**src/rtl/rgb_lamp_effect_engine_defines.svh**
```systemverilog
// Assertion macros shared by the lamp effect engine RTL.
// Stand-alone header; no dependencies.
`ifndef RGB_LAMP_EFFECT_ENGINE_DEFINES_SVH
`define RGB_LAMP_EFFECT_ENGINE_DEFINES_SVH

// Same-cycle implication, disabled during reset.
`define RLEE_ASSERT_NOW(label, clk, rst, ante, cons, msg) \
   label: assert property (@(posedge clk) disable iff (rst) (ante) |-> (cons)) \
      else $error(msg);

// Next-cycle implication, disabled during reset.
`define RLEE_ASSERT_NEXT(label, clk, rst, ante, cons, msg) \
   label: assert property (@(posedge clk) disable iff (rst) (ante) |=> (cons)) \
      else $error(msg);

`endif

```
**src/rtl/rlee_pkg.sv**
```systemverilog
// Types and constants of the lamp effect engine.
// No dependencies; used by the channel interfaces, the core and the top level.
package rlee_pkg;

   typedef enum logic [2:0] {
      OP_TICK    = 3'd0,
      OP_FLASH   = 3'd1,
      OP_MONO    = 3'd2,
      OP_COLOUR  = 3'd3,
      OP_FADE_UP = 3'd4,
      OP_FADE_DN = 3'd5,
      OP_OFF     = 3'd6,
      OP_INIT    = 3'd7
   } op_type;

   localparam int COLOR_W = 3;
   localparam int DUTY_W  = 8;
   localparam int FLAGS_W = 5;

   // Colour code that leaves the enables as they are.
   localparam logic [COLOR_W-1:0] COLOR_KEEP = 3'd7;

   // Mode flag positions.
   localparam int FLAG_COLOURFUL = 0;
   localparam int FLAG_FLASH     = 1;
   localparam int FLAG_MONO      = 2;
   localparam int FLAG_DOWN      = 3;
   localparam int FLAG_UP        = 4;

   // Ramp breakpoints.
   localparam logic [DUTY_W-1:0] MONO_TOP    = 8'd160;
   localparam logic [DUTY_W-1:0] RAMP_TOP    = 8'd135;
   localparam logic [DUTY_W-1:0] RAMP_JUMP   = 8'd138;
   localparam logic [DUTY_W-1:0] LVL_5       = 8'd5;
   localparam logic [DUTY_W-1:0] LVL_15      = 8'd15;
   localparam logic [DUTY_W-1:0] LVL_20      = 8'd20;
   localparam logic [DUTY_W-1:0] LVL_25      = 8'd25;
   localparam logic [DUTY_W-1:0] LVL_30      = 8'd30;
   localparam logic [DUTY_W-1:0] LVL_35      = 8'd35;
   localparam logic [DUTY_W-1:0] DUTY_FULL   = 8'd255;
   localparam logic [DUTY_W-1:0] BREATH_SLOW = 8'd5;
   localparam logic [COLOR_W-1:0] COLOUR_LAST = 3'd7;

   typedef struct packed {
      op_type              operation;
      logic [COLOR_W-1:0]  color;
      logic [7:0]          flash_period;
   } item_type;

   // rgb: bit 0 red, bit 1 green, bit 2 blue.
   typedef struct packed {
      logic [DUTY_W-1:0] duty;
      logic [2:0]        rgb;
   } lamp_type;

   typedef struct packed {
      logic [DUTY_W-1:0]  duty;
      logic [2:0]         rgb;
      logic [FLAGS_W-1:0] flags;
      logic               rising;
      logic [COLOR_W-1:0] colour_idx;
      logic [7:0]         breath_cnt;
      logic [7:0]         breath_lim;
      logic [7:0]         flash_cnt;
      logic [7:0]         flash_rld;
      logic               flash_lit;
      logic [7:0]         up_cnt;
      logic [7:0]         up_lim;
      logic [7:0]         down_cnt;
      logic [7:0]         down_lim;
   } state_type;

   localparam state_type STATE_RESET = '{
      duty: 8'd0, rgb: 3'd0, flags: 5'd0, rising: 1'b1, colour_idx: 3'd0,
      breath_cnt: 8'd0, breath_lim: 8'd5, flash_cnt: 8'd0, flash_rld: 8'd0,
      flash_lit: 1'b0, up_cnt: 8'd0, up_lim: 8'd1, down_cnt: 8'd0, down_lim: 8'd1
   };

   // Enables for colours 0 (red) through 6 (white).
   function automatic logic [2:0] colour_enables(input logic [COLOR_W-1:0] c);
      logic [2:0] e;
      case (c)
         3'd0:    e = 3'b001;
         3'd1:    e = 3'b011;
         3'd2:    e = 3'b010;
         3'd3:    e = 3'b110;
         3'd4:    e = 3'b100;
         3'd5:    e = 3'b101;
         3'd6:    e = 3'b111;
         default: e = 3'b000;
      endcase
      return e;
   endfunction

endpackage

```
**src/rtl/rlee_req_if.sv**
```systemverilog
// Request channel of the lamp effect engine: valid/ready plus one command beat.
// Depends on rlee_pkg.
interface rlee_req_if;
   import rlee_pkg::*;

   logic                valid;
   logic                ready;
   op_type              operation;
   logic [COLOR_W-1:0]  color;
   logic [7:0]          flash_period;

   modport source (output valid, output operation, output color, output flash_period,
                   input ready);
   modport sink   (input valid, input operation, input color, input flash_period,
                   output ready);
endinterface

```
**src/rtl/rlee_rsp_if.sv**
```systemverilog
// Response channel of the lamp effect engine: valid/ready plus one lamp beat.
// Depends on rlee_pkg.
interface rlee_rsp_if;
   import rlee_pkg::*;

   logic              valid;
   logic              ready;
   logic [DUTY_W-1:0] duty;
   logic              red_on;
   logic              green_on;
   logic              blue_on;

   modport source (output valid, output duty, output red_on, output green_on,
                   output blue_on, input ready);
   modport sink   (input valid, input duty, input red_on, input green_on,
                   input blue_on, output ready);
endinterface

```
**src/rtl/rlee_core.sv**
```systemverilog
// Lamp state registers and the combinational update for one command or tick.
// Depends on rlee_pkg.
module rlee_core (
   input  logic               clock,
   input  logic               reset,
   input  logic               step,
   input  rlee_pkg::item_type item,
   output rlee_pkg::lamp_type lamp
);
   import rlee_pkg::*;

   state_type state_ff;
   state_type state_in;

   always_comb begin
      state_type s;
      logic [7:0] cnt;
      logic [DUTY_W-1:0] lvl;
      s = state_ff;
      cnt = 8'd0;
      lvl = 8'd0;
      case (item.operation)
         OP_TICK: begin
            if (s.flags[FLAG_COLOURFUL]) begin
               cnt = s.breath_cnt + 8'd1;
               if (cnt != s.breath_lim) begin
                  s.breath_cnt = cnt;
               end else begin
                  s.breath_cnt = 8'd0;
                  if (s.rising) begin
                     lvl = s.duty + 8'd1;
                     s.duty = lvl;
                     if (lvl == LVL_15)      s.breath_lim = 8'd4;
                     else if (lvl == LVL_20) s.breath_lim = 8'd3;
                     else if (lvl == LVL_25) s.breath_lim = 8'd2;
                     else if (lvl == LVL_35) s.breath_lim = 8'd1;
                     else if (lvl == RAMP_TOP) begin
                        s.duty = RAMP_JUMP;
                        s.rising = 1'b0;
                        s.breath_lim = 8'd1;
                     end
                  end else begin
                     lvl = s.duty - 8'd1;
                     s.duty = lvl;
                     if (lvl == LVL_25)      s.breath_lim = 8'd2;
                     else if (lvl == LVL_15) s.breath_lim = 8'd3;
                     else if (lvl == LVL_5) begin
                        // Bottom of the breath: step to the next colour, skipping code 7.
                        s.colour_idx = s.colour_idx + 3'd1;
                        if (s.colour_idx == COLOUR_LAST) s.colour_idx = 3'd0;
                        s.rgb = colour_enables(s.colour_idx);
                        s.rising = 1'b1;
                        s.breath_lim = BREATH_SLOW;
                     end
                  end
               end
            end else if (s.flags[FLAG_FLASH]) begin
               s.duty = s.flash_lit ? DUTY_FULL : 8'd0;
               cnt = s.flash_cnt - 8'd1;
               s.flash_cnt = cnt;
               if (cnt == 8'd0) begin
                  s.flash_cnt = s.flash_rld;
                  if (s.flash_lit) begin
                     if (s.flash_rld != 8'd0) s.flash_lit = 1'b0;
                  end else begin
                     s.flash_lit = 1'b1;
                  end
               end
            end else if (s.flags[FLAG_MONO]) begin
               if (s.rising) begin
                  lvl = s.duty + 8'd1;
                  s.duty = lvl;
                  if (lvl == MONO_TOP) s.rising = 1'b0;
               end else begin
                  lvl = s.duty - 8'd1;
                  s.duty = lvl;
                  if (lvl == 8'd0) s.rising = 1'b1;
               end
            end else if (s.flags[FLAG_DOWN]) begin
               cnt = s.down_cnt + 8'd1;
               if (cnt != s.down_lim) begin
                  s.down_cnt = cnt;
               end else begin
                  s.down_cnt = 8'd0;
                  lvl = s.duty - 8'd1;
                  s.duty = lvl;
                  if (lvl == LVL_30)      s.down_lim = 8'd2;
                  else if (lvl == LVL_25) s.down_lim = 8'd3;
                  else if (lvl == LVL_20) s.down_lim = 8'd4;
                  else if (lvl == LVL_15) s.down_lim = 8'd5;
                  else if (lvl == LVL_5)  s.down_lim = 8'd1;
                  if (lvl == 8'd0) begin
                     s.rgb = 3'd0;
                     s.flags[FLAG_DOWN] = 1'b0;
                  end
               end
            end else if (s.flags[FLAG_UP]) begin
               cnt = s.up_cnt + 8'd1;
               if (cnt != s.up_lim) begin
                  s.up_cnt = cnt;
               end else begin
                  s.up_cnt = 8'd0;
                  lvl = s.duty + 8'd1;
                  s.duty = lvl;
                  if (lvl == LVL_15)      s.up_lim = 8'd4;
                  else if (lvl == LVL_20) s.up_lim = 8'd3;
                  else if (lvl == LVL_25) s.up_lim = 8'd2;
                  else if (lvl == LVL_35) s.up_lim = 8'd1;
                  else if (lvl == RAMP_TOP) begin
                     s.up_lim = 8'd1;
                     s.flags[FLAG_UP] = 1'b0;
                  end
               end
            end
         end
         OP_FLASH: begin
            if (item.color != COLOR_KEEP) s.rgb = colour_enables(item.color);
            // A flash while already flashing keeps the running count and phase.
            if (!s.flags[FLAG_FLASH]) begin
               s.flash_lit = 1'b1;
               s.flash_cnt = item.flash_period;
            end
            s.flags = '0;
            s.flags[FLAG_FLASH] = 1'b1;
            s.flash_rld = item.flash_period;
         end
         OP_MONO: begin
            if (item.color != COLOR_KEEP) s.rgb = colour_enables(item.color);
            s.colour_idx = item.color;
            s.rising = 1'b1;
            s.duty = 8'd0;
            s.flags = '0;
            s.flags[FLAG_MONO] = 1'b1;
         end
         OP_COLOUR: begin
            if (item.color != COLOR_KEEP) s.rgb = colour_enables(item.color);
            s.colour_idx = item.color;
            s.breath_cnt = 8'd0;
            s.breath_lim = BREATH_SLOW;
            s.duty = 8'd0;
            s.rising = 1'b1;
            s.flags = '0;
            s.flags[FLAG_COLOURFUL] = 1'b1;
         end
         OP_FADE_UP: begin
            if (item.color != COLOR_KEEP) s.rgb = colour_enables(item.color);
            s.duty = 8'd0;
            s.up_lim = 8'd1;
            s.up_cnt = 8'd0;
            s.flags[FLAG_UP] = 1'b1;
         end
         OP_FADE_DN: begin
            s.down_lim = 8'd1;
            s.down_cnt = 8'd0;
            s.flags[FLAG_DOWN] = 1'b1;
         end
         OP_OFF: begin
            s.flags = '0;
            s.rgb = 3'd0;
         end
         OP_INIT: begin
            // Init keeps both fade flags.
            s.rgb = 3'd0;
            s.flash_cnt = 8'd0;
            s.flash_rld = 8'd0;
            s.flash_lit = 1'b0;
            s.colour_idx = 3'd0;
            s.breath_cnt = 8'd0;
            s.breath_lim = BREATH_SLOW;
            s.duty = 8'd0;
            s.rising = 1'b1;
            s.flags[FLAG_COLOURFUL] = 1'b0;
            s.flags[FLAG_FLASH] = 1'b0;
            s.flags[FLAG_MONO] = 1'b0;
         end
         default: begin
            s = state_ff;
         end
      endcase
      state_in = step ? s : state_ff;
   end

   always_ff @(posedge clock) begin
      if (reset) begin
         state_ff <= STATE_RESET;
      end else begin
         state_ff <= state_in;
      end
   end

   assign lamp.duty = state_ff.duty;
   assign lamp.rgb  = state_ff.rgb;

endmodule

```
**src/rtl/rgb_lamp_effect_engine.sv**
```systemverilog
// Top level of the RGB lamp effect engine: request register, lamp core, response flag.
// Depends on rlee_pkg, rlee_req_if, rlee_rsp_if, rlee_core and the defines header.
//
// Usage. Each request beat on req_ch carries an operation (tick, flash, mono breath,
// colour breath, fade up, fade down, off, init), a colour code and a flash half-period.
// Every request beat produces exactly one response beat on rsp_ch with the PWM duty
// and the red, green and blue enables as they stand after that beat has taken effect.
// Beats are moved at rising clock edges where valid and ready are both high.
// A request is captured in the request register, and once the response slot is free or
// draining the lamp core updates its state registers, which drive the response.
// Throughput is one beat per cycle while the receiver does not stall; all the work for
// a beat is a handful of 8-bit increments and compares in the core.
// When the receiver stalls, the response stays put with the core state frozen, one
// more request is still taken into the request register, and only then req_ch.ready
// drops. It rises again in the cycle the pending response is taken.
// Synchronous reset clears both valid flags and puts the lamp into its reset state:
// duty zero, all enables off, no mode active, flash and fade counters cleared.
// No response is presented until the first request has been processed.
`include "rgb_lamp_effect_engine_defines.svh"

module rgb_lamp_effect_engine (
   input  logic     clock,
   input  logic     reset,
   rlee_req_if.sink   req_ch,
   rlee_rsp_if.source rsp_ch
);
   import rlee_pkg::*;

   // Request register: holds one accepted beat until the core takes it.
   logic     req_valid_ff;
   logic     req_valid_in;
   item_type req_item_ff;
   item_type req_item_in;

   // The response payload is the core state itself, so only a valid flag is kept here.
   logic     rsp_valid_ff;
   logic     rsp_valid_in;

   logic     advance;
   lamp_type lamp;

   // Both slots occupied and the receiver not taking the response.
   logic     full_stall;
   // An off command is being applied this cycle.
   logic     off_step;

   // The core processes the held request when the response slot is free or draining.
   assign advance      = req_valid_ff && (!rsp_valid_ff || rsp_ch.ready);
   assign req_ch.ready = !req_valid_ff || advance;

   always_comb begin
      req_valid_in = req_valid_ff;
      req_item_in  = req_item_ff;
      if (req_ch.ready) begin
         req_valid_in = req_ch.valid;
         req_item_in  = '{operation: req_ch.operation, color: req_ch.color,
                          flash_period: req_ch.flash_period};
      end
   end

   always_comb begin
      if (advance) begin
         rsp_valid_in = 1'b1;
      end else if (rsp_ch.ready) begin
         rsp_valid_in = 1'b0;
      end else begin
         rsp_valid_in = rsp_valid_ff;
      end
   end

   always_ff @(posedge clock) begin
      if (reset) begin
         req_valid_ff <= 1'b0;
         rsp_valid_ff <= 1'b0;
      end else begin
         req_valid_ff <= req_valid_in;
         rsp_valid_ff <= rsp_valid_in;
      end
   end

   always_ff @(posedge clock) begin
      req_item_ff <= req_item_in;
   end

   rlee_core u_core (
      .clock (clock),
      .reset (reset),
      .step  (advance),
      .item  (req_item_ff),
      .lamp  (lamp)
   );

   assign rsp_ch.valid    = rsp_valid_ff;
   assign rsp_ch.duty     = lamp.duty;
   assign rsp_ch.red_on   = lamp.rgb[0];
   assign rsp_ch.green_on = lamp.rgb[1];
   assign rsp_ch.blue_on  = lamp.rgb[2];

   assign full_stall = req_valid_ff && rsp_valid_ff && !rsp_ch.ready;
   assign off_step   = advance && (req_item_ff.operation == OP_OFF);

   // The lamp state may only move when a request is processed.
   `RLEE_ASSERT_NEXT(a_state_holds, clock, reset, !advance, $stable(lamp), "lamp moved")
   // Every processed request leaves a response waiting.
   `RLEE_ASSERT_NEXT(a_rsp_follows, clock, reset, advance, rsp_valid_ff, "response lost")
   // A full request register behind a stalled response must block the input.
   `RLEE_ASSERT_NOW(a_back_pressure, clock, reset, full_stall, !req_ch.ready, "input open")
   // Off clears all enables.
   `RLEE_ASSERT_NEXT(a_off_dark, clock, reset, off_step, lamp.rgb == 3'd0, "off left a colour on")

endmodule
```
**src/flat_wrapper.sv**
```systemverilog
// flat-port wrapper written by rule: the top's interface ports become plain ports
module rgb_lamp_effect_engine_flat import rlee_pkg::*;
  (clock, reset, req_ch_valid, req_ch_operation, req_ch_color, req_ch_flash_period, req_ch_ready, rsp_ch_valid, rsp_ch_duty, rsp_ch_red_on, rsp_ch_green_on, rsp_ch_blue_on, rsp_ch_ready);
  rlee_req_if req_ch_i ();
  rlee_rsp_if rsp_ch_i ();
  input  logic clock;
  input  logic reset;
  input wire logic [$bits(req_ch_i.valid)-1:0] req_ch_valid;
  input wire logic [$bits(req_ch_i.operation)-1:0] req_ch_operation;
  input wire logic [$bits(req_ch_i.color)-1:0] req_ch_color;
  input wire logic [$bits(req_ch_i.flash_period)-1:0] req_ch_flash_period;
  output wire logic [$bits(req_ch_i.ready)-1:0] req_ch_ready;
  output wire logic [$bits(rsp_ch_i.valid)-1:0] rsp_ch_valid;
  output wire logic [$bits(rsp_ch_i.duty)-1:0] rsp_ch_duty;
  output wire logic [$bits(rsp_ch_i.red_on)-1:0] rsp_ch_red_on;
  output wire logic [$bits(rsp_ch_i.green_on)-1:0] rsp_ch_green_on;
  output wire logic [$bits(rsp_ch_i.blue_on)-1:0] rsp_ch_blue_on;
  input wire logic [$bits(rsp_ch_i.ready)-1:0] rsp_ch_ready;
  assign req_ch_i.valid = req_ch_valid;
  assign req_ch_i.operation = req_ch_operation;
  assign req_ch_i.color = req_ch_color;
  assign req_ch_i.flash_period = req_ch_flash_period;
  assign req_ch_ready = req_ch_i.ready;
  assign rsp_ch_valid = rsp_ch_i.valid;
  assign rsp_ch_duty = rsp_ch_i.duty;
  assign rsp_ch_red_on = rsp_ch_i.red_on;
  assign rsp_ch_green_on = rsp_ch_i.green_on;
  assign rsp_ch_blue_on = rsp_ch_i.blue_on;
  assign rsp_ch_i.ready = rsp_ch_ready;
  rgb_lamp_effect_engine u_core (.clock(clock), .reset(reset), .req_ch(req_ch_i), .rsp_ch(rsp_ch_i));
endmodule
```
**config.mk**
```make
export PLATFORM = sky130hd
export DESIGN_NAME = rgb_lamp_effect_engine_flat
export DESIGN_NICKNAME = d
export VERILOG_FILES = /design/src/rtl/rlee_pkg.sv /design/src/rtl/rlee_req_if.sv /design/src/rtl/rlee_rsp_if.sv /design/src/rtl/rlee_core.sv /design/src/rtl/rgb_lamp_effect_engine.sv /design/src/flat_wrapper.sv
export VERILOG_INCLUDE_DIRS = /design/src /design/src/rtl
export SDC_FILE = /design/constraint.sdc
export NUM_CORES = 1
export LEC_CHECK = 0
export BUFFER_PORTS_ARGS = -buffer_cell sky130_fd_sc_hd__buf_2
export CAP_MARGIN = 20
export CELL_PAD_IN_SITES_DETAIL_PLACEMENT = 1
export CELL_PAD_IN_SITES_GLOBAL_PLACEMENT = 1
export CORE_ASPECT_RATIO = 0.75
export CORE_MARGIN = 4
export CORE_UTILIZATION = 47
export CTS_CLUSTER_DIAMETER = 100
export CTS_CLUSTER_SIZE = 16
export DETAILED_ROUTE_END_ITERATION = 10
export PLACE_DENSITY_LB_ADDON = 0.1
export SYNTH_ARGS = -nofsm -noshare
export SYNTH_HDL_FRONTEND = slang
export SYNTH_SLANG_ARGS = --single-unit
```
**constraint.sdc**
```tcl
create_clock -name clock -period 4 [get_ports clock]
set_input_delay 0.8 -clock clock [delete_from_list [all_inputs] [get_ports clock]]
set_output_delay 0.8 -clock clock [all_outputs]
set_load 0.01 [all_outputs]
```
# Word level (Yosys, flattened, before mapping)
# Index checks and enable logic that the tools add are counted.
[word_totals]
reg_bits = 101
in_bits = 18
out_inout_bits = 13
elab_cells = 253
[op_classes]
n_addsub = 7
n_eq_ne = 71
mux = 109
reduce_logical = 45
[ops]
columns = ["operator", "count"]
rows = [
  ["8-bit 2-to-1 mux", 37],
  ["16-bit case mux with 2 select lines", 3],
  ["32-bit 2-to-1 mux", 2],
  ["16-bit 2-to-1 mux", 3],
  ["3-bit 2-to-1 mux", 16],
  ["3-bit case mux with 7 select lines", 2],
  ["8-bit by 5-bit equality test with 1-bit output (second input constant)", 5],
  ["3-bit != test (second input constant)", 12],
  ["2-bit != test (second input constant)", 17],
  ["3-bit equality test (second input constant)", 11],
  ["11-bit 2-to-1 mux", 3],
  ["33-bit 2-to-1 mux", 1],
  ["8-bit by 1-bit adder with 8-bit output (second input constant)", 4],
  ["8-bit case mux with 2 select lines", 2],
  ["6-bit != test (second input constant)", 5],
  ["6-bit AND reduction", 5],
  ["1-bit 2-to-1 mux", 25],
  ["8-bit != test", 3],
  ["8-bit case mux with 3 select lines", 1],
  ["19-bit 2-to-1 mux", 1],
  ["3-bit by 2-bit equality test with 1-bit output (second input constant)", 6],
  ["8-bit by 4-bit equality test with 1-bit output (second input constant)", 2],
  ["8-bit equality test (second input constant)", 2],
  ["8-bit zero test", 2],
  ["other kinds (32)", 62],
]

# Longest topological paths before layout
# Gate-level depths: netlist of run 1.
[logic_depth]
depth_word = 19
depth_mapped = 11
depth_no_buf = 9

# Hierarchy
# From an unflattened synthesis of run 1, not the netlist that was laid out.
[unflattened]
cells_unflattened = 780
area_unflattened_um2 = 6313.6
[modules_own_cells]
columns = ["mod", "instances", "cells_each", "area_each_um2"]
rows = [
  ["rlee_core", 1, 757, 5799.3],
  ["rgb_lamp_effect_engine", 1, 23, 514.2],
]

# Least setup slack after synthesis of run 1
# OpenSTA, ideal clock, no wires.
[synth_path]
path_type = "flip-flop to flip-flop"
start = "reg u_core.u_core.state_ff, in the netlist u_core.u_core.lamp[3]"
end = "reg u_core.u_core.state_ff[65] (netlist bit)"
arrival_ps = 2834
required_ps = 3913
setup_slack_ps = 1078
path_stages_with_launch = 11
path_buffers = 1
synth_period_minus_slack_ps = 2922
path_cell_list = "dfxtp_1 clkbuf_1 inv_1 ha_1 or4b_4 or4_4 a31oi_4 and2_4 a31oi_1 or4_1 o31ai_1"
[synth_via]
elab_chain_cells = 4
word_cells_on_any_way = 8
[synth_rtl]
columns = ["element", "line", "rtl"]
rows = [
  ["start: declaration", "rlee_core.sv:12", "state_type state_ff;"],
  ["start signal: assignment", "rlee_core.sv:187", "state_ff <= state_in;"],
  ["8-bit by 1-bit subtractor with 8-bit output (*)", "rlee_core.sv:43", "lvl = s.duty - 8'd1;"],
  ["8-bit by 3-bit equality test with 1-bit output (tied with other cells)", "rlee_core.sv:47", "else if (lvl == LVL_5) begin"],
  ["2-bit != test (no source line)", "-", ""],
  ["8-bit AND reduction (no source line) (*)", "-", ""],
]
# Mark *: on every way between the ends. The rest lies on a longest branch, timed or not.
# A chain may end at the register's enable or synchronous reset.

# Worst setup path after layout of run 1
# Same ends and word-level chain as after synthesis.

==> results of run 1 <==
==> power by group through the flow <==
stage,sequential (µW),combinational [µW],clock (µW)
detailed placement,956,236,0
finish,938,239,872
global placement,954,226,0
floorplan,934,183,0
CTS,936,237,887
global route,941,263,920
==> routing by layer <==
layer  up-vias  track usage  wire length, µm
met5         -            0                0
met4         0      0.04558              112
met3        12      0.04139              771
met2       123       0.4066             8400
met1      2836       0.3721             8809
li1       2716            -                -
==> layout make-up <==
class                   instances  area, µm²
inverters                      22      82.58
clock buffers                  10      229.0
fillers                      1503       5913
flip-flops and latches         86       1862
well taps                     166      207.7
repair buffers                 37      202.7
multi-input cells             580       3696
clock inverters                 6      68.82
==> cells in the final DEF (no fill, tap or decap), types with 5 or more instances in the layout <==
master / netlist / layout
dfxtp_1: 72 / 72
nand2b_1: 9 / 9
o211ai_1: 5 / 5
a2bb2oi_1: 6 / 6
xnor2_1: 14 / 14
a21oi_1: 48 / 48
buf_4: 8 / 7
xor2_1: 17 / 17
nor3b_1: 9 / 9
a211oi_1: 18 / 18
nand2_1: 53 / 53
ha_1: 16 / 16
nand3b_1: 7 / 7
or4_1: 11 / 11
nor2b_1: 9 / 9
a22oi_1: 15 / 15
and2_1: 13 / 13
nand3_1: 23 / 23
a31oi_1: 14 / 14
or3_1: 20 / 20
buf_2: 2 / 30
clkbuf_16: 0 / 9
and3_1: 7 / 7
o21a_1: 5 / 5
nor2_1: 79 / 79
inv_1: 22 / 22
edfxtp_1: 14 / 14
nor3_1: 30 / 30
mux2i_1: 13 / 13
nor4_1: 5 / 5
o21ai_0: 40 / 40
nand4_1: 8 / 8
==> state kept, by name, indices dropped and copies added (netlist names) <==
register / cells
u_core.req_item_ff: 14
u_core.rsp_ch.valid: 1
u_core.req_valid_ff: 1
u_core.u_core.lamp: 11
u_core.u_core.state_ff: 59
==> final timing paths <==
path / cells after the start / to / from
worst max-delay path: 9 / u_core.u_core.state_ff[65] / u_core.u_core.lamp[3]
worst min-delay path: 2 / u_core.u_core.lamp[2] / u_core.u_core.lamp[2]
worst max register to register: 9 / u_core.u_core.state_ff[65] / u_core.u_core.lamp[3]
worst min register to register: 2 / u_core.u_core.lamp[2] / u_core.u_core.lamp[2]
==> worst max-delay path, stage by stage, from the launching register on <==
cell and delay (ps):
dfxtp_1 440, inv_1 190, ha_1 430, or4b_4 530, or4_4 500, a31oi_4 280
and2_4 230, a31oi_1 170, or4_1 520, o31ai_1 90
==> cell families (layout without fill, tap and decap cells) <==
family | count (synthesis) | in the layout | share of synthesized area
fa+ha+maj | 16 | 16 | 0.03401
simple gates | 310 | 310 | 0.2829
mux | 17 | 17 | 0.02975
flops | 86 | 86 | 0.3163
xor+xnor | 31 | 31 | 0.04612
compound gates | 206 | 206 | 0.2351
buf+inv | 77 | 75 | 0.05590
==> per-stage QoR <==
stage / hold slack, ps / cell area [µm²] / std cells / total power (µW) / utilization
6_report: 488.6 / 6349 / 907 / 2048 / 0.5178
5_1_grt: 520.1 / 6349 / 907 / 2124 / 0.5178
4_1_cts: 495.0 / 6349 / 907 / 2060 / 0.5178
3_5_place_dp: 480.3 / 6051 / 891 / 1191 / 0.4935
3_3_place_gp: 470.2 / 6051 / 891 / 1179 / 0.4935
2_1_floorplan: 457.9 / 5887 / 743 / 1117 / -
==> run_results.csv, run 1 <==
group,metric,value,unit
status,status,"complete, no violations",
logic_synthesis,yosysMostFrequentCell,"nor2_1",
global_route,antenna_found_initial,0,
drt,dr.pass1.iters,5,
power,p_leak,0.002310,µW
global_route,grt_usage,0.2569,
sta,fin_ws,507.5,ps
sta,finalHoldViolCount,0,
drt,wl_per_cell,19.95,µm
power,p_per_area,322.6,mW/mm²
cts,cts_root_buf,"clkbuf_16",
power,vdd_drop_max,0.2112,mV
logic_synthesis,synth_common_cells,"nor2_1, dfxtp_1, nand2_1",
drt,drc,0,
global_route,overflow,0,
logic_synthesis,netlist_top_cells_area,"dfxtp_1, edfxtp_1, nor2_1, a21oi_1, ha_1",
placement,pre_cts_ws,514.1,ps
sta,fmax,0.2863,GHz
critical_path,worstSetupPathType,"flop to flop",
cts,cts_made_buffers,9,
critical_path,worstPathMaxFanout,15,
power,pwr-share-clk,0.426,
logic_synthesis,ys_types,74,
sta,final.setup_skew,11.07,ps
logic_synthesis,avgSynthCellArea,7.923,µm²
critical_path,crit_required,4240,ps
logic_synthesis,synthArstFlopShare,0,
critical_path,rrSetupSlack,510,ps
sta,worstMarginPinSlew,1115,ps
power,seq_power_share,0.458,
placement,globalplace.congestion,0.8920,
logic_synthesis,netlist_area,0.005887,mm²
power,switchingPower,566.1,µW
logic_synthesis,ys_seq_area_frac,0.3163,
logic_synthesis,yosysWarnings,0,
global_route,grt_max_degree,56,
sta,rsz0062_at_grt,"no",
run,maxCapViolCount,0,
cts,path_clk_slew,60,ps
drt,vias_per_cell,6.270,
cts,cts_tree,"built",
worst_hold_path,worstHoldPathType,"flop to flop",
cts,cts.sinks,86,
power,combPwrFrac,0.117,
logic_synthesis,synthCells,743,
final_layout,drive_gt1_frac,0.09582,
cts,hold_buffers,0,
logic_synthesis,ys_seq_elements,86,
floorplanning,rows,35,
critical_path,arrival,3740,ps
cts,htreeDepth,3,
placement,io_buffers,30,
cts,clk_latency,350,ps
cts,cts.repair.resized,0,
critical_path,endpoint_kind,"flop",
global_route,grt_pass1_wl,29910,µm
sta,fin_setup_tns,0,ps
sta,timing.slew.headroom,0.2565,
global_route,grt_pass1_vias,5711,
final_layout,nets,770,
critical_path,start_kind,"flop",
final_layout,antennaDiodeCount,0,
sta,min_period,3492,ps
logic_synthesis,synth_edf_count,14,
logic_synthesis,yosysTopAreaCell,"dfxtp_1",
floorplanning,start_util,0.4801,
drt,via_count,5687,
cts,cts_post_setup_buffers_inserted,0,
floorplanning,io_pins,31,
power,switching_share,0.2764,
floorplanning,die_y,104.9,µm
final_layout,area_growth,7.843,%
sta,period_share,0.8731,
power,power.internal,1482,µW
floorplanning,die-width,137.2,µm
drt,postRouteAntennaNets,0,
placement,dp_hpwl,13310,µm
floorplanning,die_area,0.01440,mm²
sta,drv_slew,0,
cts,clockBufferDepth,2,
drt,drt_first_iter_violations,392,
logic_synthesis,synth_ff_type,"dfxtp_1",
drt,wl,18090,µm
logic_synthesis,synthDominantCellAreaShare,0.2448,
floorplanning,core-area,0.01226,mm²
logic_synthesis,synth_nets,777,
sta,setup_viol,0,
Note: power is estimated with default switching activity, not from simulation.
==> run 2, diff against run 1 <==
clock period = 3.95 ns   (was 4 ns; I/O delays follow)
==> run_results.csv, run 2 (synthesis gave the netlist of run 1 again) <==
group,metric,value,unit
power,p_per_area,322.3,mW/mm²
floorplanning,die_area,0.01440,mm²
floorplanning,die-width,137.2,µm
placement,pre_cts_ws,446.8,ps
critical_path,worstSetupPathType,"flop to flop",
final_layout,largest_reg_flops,59,
final_layout,drive_gt1_frac,0.09556,
final_layout,nets,772,
cts,cts_made_buffers,9,
placement,globalplace.congestion,0.8614,
placement,io_buffers,30,
final_layout,final_cell_mix,"nor2_1, dfxtp_1, nand2_1, a21oi_1, o21ai_0",
global_route,grt_max_degree,56,
drt,wl,17870,µm
power,vdd_drop_max,0.2445,mV
cts,path_clk_slew,60,ps
power,p_leak,0.002315,µW
final_layout,antennaDiodeCount,0,
sta,fmax,0.2826,GHz
floorplanning,io_pins,31,
drt,wl_per_cell,19.66,µm
critical_path,crit_path_end,"u_core.u_core.lamp[0]",
global_route,antenna_found_initial,0,
floorplanning,die_y,104.9,µm
floorplanning,core-area,0.01226,mm²
floorplanning,start_util,0.4801,
global_route,grt_pass1_vias,5739,
final_layout,finish.utilization,0.5183,
cts,htreeDepth,3,
critical_path,endpoint_kind,"flop",
cts,hold_buffers,0,
cts,cts.repair.resized,0,
critical_path,worstPathMaxFanout,15,
cts,clk_latency,340,ps
drt,drc,0,
critical_path,crit_start,"u_core.u_core.lamp[3]",
cts,clockBufferDepth,2,
critical_path,rr_startpoint,"u_core.u_core.lamp[3]",
sta,final.setup_skew,5.823,ps
final_layout,area_growth,7.949,%
drt,postRouteAntennaNets,0,
global_route,grt_usage,0.2536,
sta,period_share,0.8960,
critical_path,crit_required,4110,ps
critical_path,rrSetupSlack,410,ps
drt,drt_first_iter_violations,374,
drt,vias_per_cell,6.243,
sta,rsz0062_at_grt,"no",
final_layout,nFillCells,1533,
cts,cts_post_setup_buffers_inserted,0,
worst_hold_path,worstHoldPathType,"flop to flop",
status,status,"complete, no violations",
sta,finalHoldViolCount,0,
global_route,overflow,0,
sta,drv_slew,0,
floorplanning,rows,35,
drt,dr.pass1.iters,4,
critical_path,reg2reg_depth,9,
sta,min_period,3539,ps
final_layout,largest_register,"u_core.u_core.state_ff",
sta,fin_setup_tns,0,ps
run,maxCapViolCount,0,
critical_path,start_kind,"flop",
cts,cts.sinks,86,
cts,cts_tree,"built",
sta,setup_viol,0,
sta,worstMarginPinSlew,1111,ps
sta,timing.slew.headroom,0.2592,
drt,via_count,5675,
placement,dp_hpwl,13160,µm
sta,fin_ws,410.9,ps
critical_path,arrival,3700,ps
global_route,grt_pass1_wl,29550,µm
critical_path,reg2reg_to,"u_core.u_core.lamp[0]",
final_layout,layout_commonest_cell,"nor2_1",
cts,cts_root_buf,"clkbuf_16",
run 2: cell count changes in the layout (fill, tap and decap cells not counted), sizes merged:
cell / previous run / this run
inv: 24 / 22
buf: 37 / 39
clkinv: 2 / 4
run 2: metrics by stage:
| stage | instances | cell area (µm²) | hold WS (ps) | total power (µW) |
|---|---|---|---|---|
| after detailed placement | 892 | 6058 | 489.9 | 1206 |
| after CTS | 908 | 6350 | 502.2 | 2065 |
| after global placement | 892 | 6058 | 469.7 | 1195 |
| after global routing | 909 | 6355 | 524.1 | 2131 |
| final | 909 | 6355 | 497.9 | 2048 |
| after floorplan | 743 | 5887 | 457.9 | 1131 |
run 2: worst min path at each step:
stage,end,depth (start not counted),startpoint
final,u_core.u_core.state_ff[18],2,u_core.u_core.state_ff[18]
after floorplan,u_core.u_core.state_ff[18],2,u_core.u_core.state_ff[18]
after global placement,u_core.u_core.state_ff[73],2,u_core.u_core.state_ff[73]
after global routing,u_core.u_core.lamp[1],2,u_core.u_core.lamp[1]
after detailed placement,u_core.u_core.lamp[1],2,u_core.u_core.lamp[1]
after CTS,u_core.u_core.state_ff[18],2,u_core.u_core.state_ff[18]
run 2: area by class of cell:
class,instances,area (µm²),share of cell area
Clock buffer,10,229.0,0.03603
Clock inverter,6,62.56,0.009844
Tap cell,166,207.7,0.03268
Sequential cell,86,1862,0.2930
Multi-Input combinational cell,580,3696,0.5816
Timing Repair Buffer,39,215.2,0.03386
Inverter,22,82.58,0.01299
run 2: power breakdown:
group | switching [µW] | total [µW] | leakage [µW] | internal, µW
Combinational | 150 | 244 | 0.00145 | 94.4
Clock | 369 | 858 | 0.000138 | 489
Sequential | 35.2 | 946 | 0.000730 | 911
run 2: worst max-delay path, cell delays in order (launching register included):
cell and delay [ps]:
dfxtp_1 450, inv_1 200, ha_1 420, or4b_4 530, or4_4 510, a31oi_4 320
and2_4 230, nand4b_1 150, a31oi_1 420, a221oi_1 150
run 2: routing by layer:
layer  vias up  part of all wire  track usage
li1       2732                 -            -
met1      2809              0.49       0.3637
met2       120              0.46       0.4041
met3        14             0.047      0.04139
met4         0            0.0081      0.04630
met5         -                 0            0
==> run 3, diff against run 2 <==
RECOVER_POWER = 50   (was default)
==> run_results.csv, run 3 (synthesis gave the netlist of run 1 again) <==
group,metric,value,unit
status,status,"finished with violations",
status,violations,"max-capacitance violations, max-slew violations",
sta,drv_slew,56,
sta,fin_ws,310.9,ps
final_layout,stdcell_count,909,
power,power.internal,1493,µW
power,seq_power_share,0.462,
placement,io_buffers,30,
floorplanning,die-width,137.2,µm
sta,worstMarginPinSlew,2622,ps
global_route,grt_pass1_wl,29550,µm
drt,dr.max_layer_used,"met4",
floorplanning,rows,35,
critical_path,start_kind,"flop",
floorplanning,io_pins,31,
cts,path_clk_slew,60,ps
drt,wl_per_cell,19.66,µm
placement,globalplace.congestion,0.8614,
power,pwr-share-clk,0.419,
placement,pre_cts_ws,446.8,ps
final_layout,largest_register,"u_core.u_core.state_ff",
cts,cts_tree,"built",
cts,cts_made_buffers,9,
global_route,grt_usage,0.2536,
global_route,overflow,0,
cts,cts.sinks,86,
drt,wl_met3,666,µm
cts,clk_latency,340,ps
drt,dr.pass1.iters,6,
run,maxCapViolCount,1,
sta,min_period,3639,ps
drt,wl_met2,8151,µm
sta,rsz0062_at_grt,"no",
critical_path,crit_start,"u_core.u_core.lamp[3]",
worst_hold_path,worstHoldPathType,"flop to flop",
drt,m1WireLength,8918,µm
cts,cts_post_setup_buffers_inserted,0,
final_layout,nets,772,
power,vdd_drop_max,0.2446,mV
critical_path,crit_required,4020,ps
drt,via_count,5693,
sta,finalHoldViolCount,0,
drt,postRouteAntennaNets,0,
final_layout,antennaDiodeCount,0,
power,p_leak,0.002255,µW
worst_hold_path,min_from,"u_core.u_core.state_ff[18]",
placement,place_inst,892,
power,p_per_area,323.5,mW/mm²
final_layout,layout_commonest_cell,"nor2_1",
drt,drt_first_iter_violations,359,
sta,period_share,0.9213,
power,switching_share,0.2713,
floorplanning,die_y,104.9,µm
floorplanning,core-area,0.01226,mm²
critical_path,endpoint_kind,"flop",
sta,timing.slew.headroom,-0.7477,
final_layout,area_growth,7.545,%
cts,cts.repair.resized,0,
final_layout,largest_reg_flops,59,
drt,drc,0,
critical_path,rr_startpoint,"u_core.u_core.lamp[3]",
critical_path,worstSetupPathType,"flop to flop",
global_route,grt_pass1_vias,5739,
cts,hold_buffers,0,
sta,fmax,0.2748,GHz
cts,htreeDepth,3,
cts,cts_root_buf,"clkbuf_16",
floorplanning,start_util,0.4801,
global_route,antenna_found_initial,0,
sta,fin_setup_tns,0,ps
placement,dp_hpwl,13160,µm
drt,vias_per_cell,6.263,
critical_path,worstPathMaxFanout,15,
critical_path,arrival,3710,ps
cts,clockBufferDepth,2,
power,combPwrFrac,0.118,
drt,wl,17870,µm
sta,final.setup_skew,6.568,ps
global_route,grt_max_degree,56,
sta,setup_viol,0,
power,switchingPower,555.7,µW
final_layout,drive_gt1_frac,0.07537,
floorplanning,die_area,0.01440,mm²
final_layout,final_cell_mix,"nor2_1, dfxtp_1, nand2_1, a21oi_1, o21ai_0",
-- run 3: power groups by stage --
stage	registers [µW]	logic [µW]	clock network, µW
floorplan	946	185	0
global placement	963	232	0
detailed placement	964	242	0
CTS	945	243	877
global route	950	269	910
finish	947	242	859
-- run 3: final cells by class --
class | instances | area, µm²
inverter | 22 | 82.58
timing repair buffer | 39 | 191.4
multi-input combinational | 580 | 3696
clock inverter | 6 | 62.56
tap | 166 | 207.7
sequential | 86 | 1862
fill | 1544 | 5931
clock buffer | 10 | 229.0
-- run 3: per-layer routing --
| layer | vias up | track usage |
|---|---|---|
| met5 | - | 0 |
| met3 | 14 | 0.04139 |
| met2 | 108 | 0.4041 |
| met1 | 2841 | 0.3637 |
| met4 | 0 | 0.04630 |
| li1 | 2730 | - |
-- run 3: worst max-delay path: stages (launching register included) --
cell,delay [ps]
dfxtp_1,450
inv_1,200
ha_1,430
or4b_4,530
or4_4,510
a31oi_4,310
and2_4,230
nand4b_1,150
a31oi_1,410
a221oi_1,150
-- run 3: final timing paths --
check | slack, ps | endpoint | depth (start not counted)
worst min-delay path | 500 | u_core.u_core.state_ff[18] | 2
worst min register to register | 500 | u_core.u_core.state_ff[18] | 2
worst max-delay path | 310 | u_core.u_core.lamp[0] | 9
worst max register to register | 310 | u_core.u_core.lamp[0] | 9
-- run 3: per-stage QoR --
stage                     utilization  total power (µW)  area, µm²  hold slack (ps)
final                          0.5163              2048       6331            497.9
after detailed placement       0.4941              1206       6058            489.9
after global routing           0.5163              2129       6331            525.3
after global placement         0.4941              1195       6058            469.7
after floorplan                     -              1131       5887            457.9
after CTS                      0.5179              2065       6350            502.2
